## src/mec_pkg.sv

```systemverilog
// Shared types and constants for the Mandelbrot escape counter.
// Used by the controller, the datapath and the top level; depends on nothing.
package mec_pkg;

  localparam int DATA_WIDTH  = 32;
  localparam int COUNT_WIDTH = 8;

  localparam logic [COUNT_WIDTH-1:0] LIMIT_RESET = 8'd240;

  // Commands from the controller to the datapath.
  typedef struct packed {
    logic load;     // take a new point and clear the round count
    logic mul_en;   // register the three products of the current z
    logic upd_en;   // step z and count the round unless it escaped
    logic emit;     // move the round count into the result register
  } mec_cmd_t;

  // Status from the datapath to the controller.
  typedef struct packed {
    logic at_limit; // round count has reached the limit
    logic escaped;  // |z|^2 from the registered products exceeds 4.0
    logic out_free; // result register is empty or is being taken
  } mec_status_t;

endpackage

```

## src/mec_ctrl.sv

```systemverilog
// Controller of the Mandelbrot escape counter: sequences load, product and
// update steps for each point and hands the count to the result register.
// Depends on mec_pkg.
module mec_ctrl (
  input  logic                 clk,
  input  logic                 rst,
  input  logic                 in_valid,
  output logic                 in_ready,
  input  mec_pkg::mec_status_t status,
  output mec_pkg::mec_cmd_t    cmd
);
  import mec_pkg::*;

  localparam logic [1:0] S_IDLE = 2'd0;
  localparam logic [1:0] S_MUL  = 2'd1;
  localparam logic [1:0] S_UPD  = 2'd2;
  localparam logic [1:0] S_DONE = 2'd3;

  logic [1:0] state, state_next;

  always_ff @(posedge clk) begin
    if (rst) begin
      state <= S_IDLE;
    end else begin
      state <= state_next;
    end
  end

  always_comb begin
    state_next = state;
    cmd        = '0;
    in_ready   = 1'b0;
    unique case (state)
      S_IDLE: begin
        in_ready = 1'b1;
        if (in_valid) begin
          cmd.load   = 1'b1;
          state_next = S_MUL;
        end
      end
      S_MUL: begin
        if (status.at_limit) begin
          state_next = S_DONE;
        end else begin
          cmd.mul_en = 1'b1;
          state_next = S_UPD;
        end
      end
      S_UPD: begin
        cmd.upd_en = 1'b1;
        state_next = status.escaped ? S_DONE : S_MUL;
      end
      S_DONE: begin
        if (status.out_free) begin
          cmd.emit   = 1'b1;
          state_next = S_IDLE;
        end
      end
      default: state_next = S_IDLE;
    endcase
  end

endmodule

```

## config.mk

```make
export PLATFORM = sky130hd
export DESIGN_NAME = mec_ctrl
export DESIGN_NICKNAME = d
export VERILOG_FILES = /design/src/mec_pkg.sv /design/src/mec_ctrl.sv
export SDC_FILE = /design/constraint.sdc
export NUM_CORES = 1
export LEC_CHECK = 0
export BUFFER_PORTS_ARGS = -buffer_cell sky130_fd_sc_hd__buf_2
export CAP_MARGIN = 20
export CORE_AREA = 2 2 39 41
export DETAILED_ROUTE_END_ITERATION = 7
export DIE_AREA = 0 0 41 43
export GPL_ROUTABILITY_DRIVEN = 0
export GPL_TIMING_DRIVEN = 0
export PLACE_DENSITY = 0.3
export SLEW_MARGIN = 20
export SYNTH_ARGS = -nofsm -noshare
export SYNTH_HDL_FRONTEND = slang
export SYNTH_SLANG_ARGS = --single-unit
export TNS_END_PERCENT = 30
```

## constraint.sdc

```tcl
create_clock -name clk -period 1.05 [get_ports clk]
set_clock_uncertainty 0.15 [all_clocks]
set_input_delay 0.21 -clock clk [delete_from_list [all_inputs] [get_ports clk]]
set_output_delay 0.21 -clock clk [all_outputs]
set_load 0.01 [all_outputs]
```

==> results by group, run 1 <==
Run status
  • Result of the run: finished with violations
  • Violations in the final reports: negative setup slack

Placement
  • Instance area at placement: 200.2 sq um
  • Number of buffers inserted by port buffering: 10
  • Placed wire-length estimate: 301.9 um

Clocking
  • Hold-fix buffer count after cts: 0
  • Worst-Skew Late Latency: 0.22 ns
  • Clock-pin transition on the worst setup and hold timing paths: 0.03 ns
  • Clock sink total: 2
  • Total number of H-tree levels: 1
  • Total CTS buffers: 3
  • Post CTS Setup Buffer Count: 0
  • Clock tree from TritonCTS: yes
  • Clock root buffer: clkbuf_4
  • Maximum clock insertion buffer count: 2

Floorplan
  • Site row count: 14
  • Vertical die dimension: 43 um
  • Horizontal die dimension: 41 um
  • Area of the die: 0.001763 sq mm
  • IO Pins: 11
  • CORE AREA: 0.001384 sq mm
  • Initial standard-cell utilization of the core: 0.08047

Power and ir drop
  • LEAKAGE: 0.1107 nW
  • Power density over the cells: 1413 mW/mm^2
  • Maximum vdd drop: 425.6 uV

Detailed routing
  • Routed vias/inst: 3.524
  • DRC violation count after routing: 0
  • Routed wirelength normalized by instance count: 8.881 um
  • Wirelength, routed: 373 um
  • Total vias in the final route: 148
  • First-pass iteration count of the detailed router: 2
  • Antenna-violating nets left: 0
  • 1st-iter DRT viols: 4

Critical path
  • Cell with the largest stage delay on the worst path: dfxtp_4
  • Delay of the slowest critical-path stage: 0.39 ns
  • Endpoint type of the worst setup path: output port
  • Top cell family by delay on the critical path: flip-flops
  • Required @ worst endpoint: 0.69 ns
  • Critical path class: flop to output port
  • Arrival time at the worst endpoint: 0.93 ns
  • Setup crit start kind: flop
  • CP Cell Sequence: nor3b_4 -> buf_2
  • Combined buffer and inverter count along the critical path: 1
  • Maximum fanout along the worst path: 7

Global routing
  • Global routing usage summed across all routing layers: 0.06106
  • Antenna violations before repair: 0
  • GRT overflow: 0
  • Wire length of the first global-routing pass: 655 um
  • Number of global-route vias before repair: 159
  • Maximum number of pins on one net before global-route repair: 8

Synth
  • Unique cell type count in the Yosys netlist: 11
  • Cell area after technology mapping: 111.4 sq um
  • Synthesized instance count: 13
  • Cell taking the most area after synthesis: dfxtp_1
  • Mean Syn Cell Area: 8.566 sq um
  • Part of the Yosys area used for sequential elements: 0.3596
  • Count of warnings emitted by yosys: 0
  • Synthesized flop and latch total: 2
  • Share of the synthesized area in the top cell type: 0.3596
  • Cell types with the largest area share after synthesis: dfxtp_1, nor2b_4, a211oi_1
  • Number of nets produced by synthesis: 19

Timing
  • Max Freq: 774.3 MHz
  • Share of the clock period used by the worst path: 1.230
  • Setup repair after global routing missed its margin: true
  • Worst slew margin relative to its limit: 0.8679
  • Hold WS: 0.01436 ns
  • Period minus WS final: 1.291 ns
  • Tightest Pin Transition: 0.1970 ns
  • Final Max Slew Viols: 0
  • PnR worst setup slack: -0.2415 ns
  • Count of final hold-check violations: 0
  • Setup-failing EPs final: 5

Layout
  • Filler instances: 171
  • Proportion of layout cells with a drive suffix above 1: 0.7692
  • Area added between synthesis and finish: 125.8%
  • Max reg flops: 2
  • Final Instance Area: 251.5 sq um
  • Registers with the most flip-flops: state x2
  • Register with the most flip-flops: state
  • Number of nets at the end of the flow: 34
  • Antenna fix cells: 0

Job
  • Max Cap Viol: 0

Min path
  • Worst hold path class: input pin to flop
-- final timing paths --
path                            startpoint        to  slack (ns)  depth (start not counted)
worst max-delay path              state[0]    cmd[2]       -0.24                          2
worst min-delay path                   rst  state[1]        0.01                          2
worst max register to register    state[1]  state[1]        0.04                          3
worst min register to register    state[0]  state[0]        0.37                          1
-- metrics by stage --
step	TNS (ns)	std cells	setup slack (ns)	utilization	total power, mW
floorplan	0	13	0.009673	-	0.1443
global placement	-0.06588	39	-0.03164	0.1447	0.1767
detailed placement	-0.1048	39	-0.04380	0.1447	0.1778
CTS	-1.067	42	-0.2560	0.1817	0.3693
global route	-1.362	42	-0.3187	0.1817	0.3954
finish	-0.9982	42	-0.2415	0.1817	0.3553
-- cell families after synthesis --
| group | count (synthesis) | share of synthesized area |
|---|---|---|
| compound gates | 3 | 0.1798 |
| flops | 2 | 0.3596 |
| simple gates | 8 | 0.4607 |
-- cells in the final DEF, fill, tap and decap left out, types with 2 or more instances in the layout --
cell / instances
buf_2: 7
buf_6: 3
clkbuf_4: 3
dfxtp_4: 2
-- what timing repair did --
| item | in CTS | in global routing |
|---|---|---|
| endpoints found under the setup margin | 5 | 7 |
| resized for setup | 6 | 0 |
| hold endpoints to repair | 0 | 0 |
| pin swaps | 2 | 1 |
-- final cells by class --
cell class / instances / area [sq um] / area share
clock buffers: 3 / 22.52 / 0.08955
well taps: 16 / 20.02 / 0.07960
multi-input cells: 11 / 92.59 / 0.3682
flip-flops and latches: 2 / 47.55 / 0.1891
repair buffers: 10 / 68.82 / 0.2736
-- per-layer routing --
| layer | track usage | vias up | wire, um |
|---|---|---|---|
| met5 | 0 | - | 0 |
| met4 | 0.06000 | 0 | 0 |
| met3 | 0.05236 | 0 | 74 |
| met2 | 0.05625 | 10 | 136 |
| met1 | 0.07643 | 62 | 162 |
| li1 | - | 76 | - |
-- Yosys cell counts --
| cell | n |
|---|---|
| nand2_1 | 1 |
| nor3b_1 | 1 |
| and3_2 | 1 |
| nor2_1 | 2 |
| o21ai_0 | 1 |
| a211oi_1 | 1 |
| and2_1 | 1 |
| a22oi_1 | 1 |
| dfxtp_1 | 2 |
| nor3_1 | 1 |
| nor2b_4 | 1 |
-- power breakdown --
group / internal, mW / total [mW] / leakage, nW / switching [mW]
Sequential: 0.0850 / 0.104 / 0.0178 / 0.0193
Combinational: 0.0527 / 0.0849 / 0.0790 / 0.0322
Clock: 0.126 / 0.166 / 0.0138 / 0.0402
Note: power is estimated with default switching activity, not from simulation.
==> run 2, diff against run 1 <==
SLEW_MARGIN = 0   (was 20)
clock period = 1.1 ns   (was 1.05 ns; I/O delays follow)
==> run 2 against run 1 <==
The flow still finishes with violations (negative setup slack). Wire length is 2.4% higher. Global-route usage is 1.2 points lower. Register-to-register slack better by 0.05 ns.
==> results by group, run 2 (synthesis results as in run 1) <==
Detailed routing
  • Routed vias/inst: 3.605 (was 3.524)
  • DRC violation count after routing: 0 (unchanged)
  • Total vias in the final route: 155 (was 148)
  • 1st-iter DRT viols: 0 (was 4)
  • Antenna-violating nets left: 0 (unchanged)
  • Wirelength, routed: 382 um (was 373 um)
  • Routed wirelength normalized by instance count: 8.884 um (was 8.881 um)
  • First-pass iteration count of the detailed router: 1 (was 2)

Timing
  • Count of final hold-check violations: 0 (unchanged)
  • Hold WS: 0.01507 ns (was 0.01436 ns)
  • Setup repair after global routing missed its margin: true (unchanged)
  • Period minus WS final: 1.285 ns
  • Setup TNS Final: -0.7417 ns (was -0.9982 ns)
  • PnR worst setup slack: -0.1847 ns (was -0.2415 ns)
  • Max Freq: 778.4 MHz
  • Share of the clock period used by the worst path: 1.168
  • Tightest Pin Transition: 0.1826 ns (was 0.1970 ns)
  • Worst slew margin relative to its limit: 0.8775 (was 0.8679)
  • Setup-failing EPs final: 5 (unchanged)
  • Final Max Slew Viols: 0 (unchanged)

Min path
  • Worst hold path class: input pin to flop (unchanged)
  • Hold wc startpoint: rst (unchanged)
  • End of the worst hold path: state[1] (unchanged)
  • Worst hold stages: 2 (unchanged)

Critical path
  • Cell with the largest stage delay on the worst path: dfxtp_4 (unchanged)
  • Critical path class: flop to output port (unchanged)
  • Required @ worst endpoint: 0.73 ns (was 0.69 ns)
  • Path depth of the worst reg2reg path: 3 (unchanged)
  • Flop-to-flop setup slack: 0.09 ns (was 0.04 ns)
  • Maximum fanout along the worst path: 6 (was 7)
  • Top cell family by delay on the critical path: flip-flops (unchanged)
  • Arrival time at the worst endpoint: 0.91 ns (was 0.93 ns)
  • Combined buffer and inverter count along the critical path: 1 (unchanged)
  • Delay of the slowest critical-path stage: 0.36 ns (was 0.39 ns)
  • Reg2Reg Launch Point: state[0] (was state[1])
  • End of the worst register-to-register path: state[0] (was state[1])
  • Endpoint type of the worst setup path: output port (unchanged)
  • Setup crit start kind: flop (unchanged)
  • CP Cell Sequence: nor2_4 -> and2_4 -> buf_6 (was nor3b_4 -> buf_2)

Clocking
  • Clock sink total: 2 (unchanged)
  • Total CTS buffers: 3 (unchanged)
  • Hold-fix buffer count after cts: 0 (unchanged)
  • Clock-pin transition on the worst setup and hold timing paths: 0.03 ns (about the same)
  • Total number of H-tree levels: 1 (unchanged)
  • Clock root buffer: clkbuf_4 (unchanged)
  • Worst-Skew Late Latency: 0.22 ns (about the same)
  • Maximum clock insertion buffer count: 2 (unchanged)
  • Clock tree from TritonCTS: yes (unchanged)

Layout
  • Top library cells by usage in the layout, fill and taps aside: buf_2, clkbuf_4, buf_6 (unchanged)
  • Max reg flops: 2 (unchanged)
  • Registers with the most flip-flops: state x2 (unchanged)
  • Area added between synthesis and finish: 127.0% (was 125.8%)
  • Layout Utilization: 0.1826 (was 0.1817)
  • Proportion of layout cells with a drive suffix above 1: 0.7778 (was 0.7692)
  • Layout Cells excl Fill: 43 (was 42)
  • Final Instance Area: 252.7 sq um (was 251.5 sq um)
  • Sequential cell area: 47.55 sq um (unchanged)
  • Most common cell after layout, fill and taps aside: buf_2 (unchanged)
  • Total area of multi-input combinational cells: 86.33 sq um (was 92.59 sq um)
  • Register with the most flip-flops: state (unchanged)
  • Antenna fix cells: 0 (unchanged)
  • Number of nets at the end of the flow: 35 (was 34)
  • Filler instances: 162 (was 171)

Power and ir drop
  • Power density over the cells: 1346 mW/mm^2 (was 1413 mW/mm^2)
  • Total chip power: 340.3 uW (was 355.3 uW)
  • Maximum vdd drop: 405.5 uV (was 425.6 uV)
  • LEAKAGE: 0.1147 nW (was 0.1107 nW)

Global routing
  • Global routing usage summed across all routing layers: 0.04905 (was 0.06106)
  • Antenna violations before repair: 0 (unchanged)
  • Maximum number of pins on one net before global-route repair: 8 (unchanged)
  • Number of global-route vias before repair: 134 (was 159)
  • Wire length of the first global-routing pass: 510 um (was 655 um)
  • GRT overflow: 0 (unchanged)

Job
  • Max Cap Viol: 0 (unchanged)

Placement
  • Number of buffers inserted by port buffering: 10 (unchanged)
  • Instance area at placement: 181.4 sq um (was 200.2 sq um)
  • Post-Place Setup Slack: -0.1005 ns (was -0.04380 ns)
  • Inst Count DP: 39 (unchanged)

Run status
  • Result of the run: finished with violations (unchanged)
  • Violations in the final reports: negative setup slack (unchanged)

Floorplan
  • Site row count: 14 (unchanged)
  • Area of the die: 0.001763 sq mm (unchanged)
  • Initial standard-cell utilization of the core: 0.08047 (unchanged)
  • IO Pins: 11 (unchanged)
  • Vertical die dimension: 43 um (unchanged)
  • Horizontal die dimension: 41 um (unchanged)
  • CORE AREA: 0.001384 sq mm (unchanged)
==> run 2: final cells by class <==
type | count | area share
clock buffers | 3 | 0.08911
repair buffers | 11 | 0.3020
multi-input cells | 11 | 0.3416
flip-flops and latches | 2 | 0.1881
well taps | 16 | 0.07921
==> run 2: worst reg2reg max path, delay by kind of cell, from the launching register on <==
| family | cells | cell delay [ns] |
|---|---|---|
| AO/OA/AOI/OAI | 1 | 0.07 |
| buffers and inverters | 1 | 0.14 |
| AND/OR/NAND/NOR | 1 | 0.17 |
| flip-flops | 1 | 0.36 |
==> run 2: how the worst max path moves through the flow <==
stage | cells past startpoint | startpoint | slack, ns | end
floorplan | 2 | state[0] | -0.04 | cmd[3]
global placement | 2 | state[0] | -0.09 | cmd[2]
detailed placement | 3 | state[0] | -0.10 | cmd[3]
CTS | 3 | state[1] | -0.20 | cmd[3]
global route | 3 | state[0] | -0.23 | cmd[3]
finish | 3 | state[0] | -0.18 | cmd[3]
==> run 2: timing repair <==
action	CTS	global route
setup buffers	1	0
resized for setup	9	2
endpoints found under the setup margin	5	5
pin swaps	2	1
==> run 2: per-layer routing <==
metal,track usage,part of all wire,vias to the layer above
li1,-,-,78
met1,0.04777,0.34,68
met2,0.05938,0.47,9
met3,0.06283,0.19,0
met4,0.02000,0,0
met5,0,0,-
==> run 2: where the power goes <==
part	total [mW]	switching (mW)	internal [mW]	leakage, nW
Sequential	0.0971	0.0160	0.0811	0.0178
Clock	0.159	0.0389	0.120	0.0138
Combinational	0.0843	0.0323	0.0520	0.0831
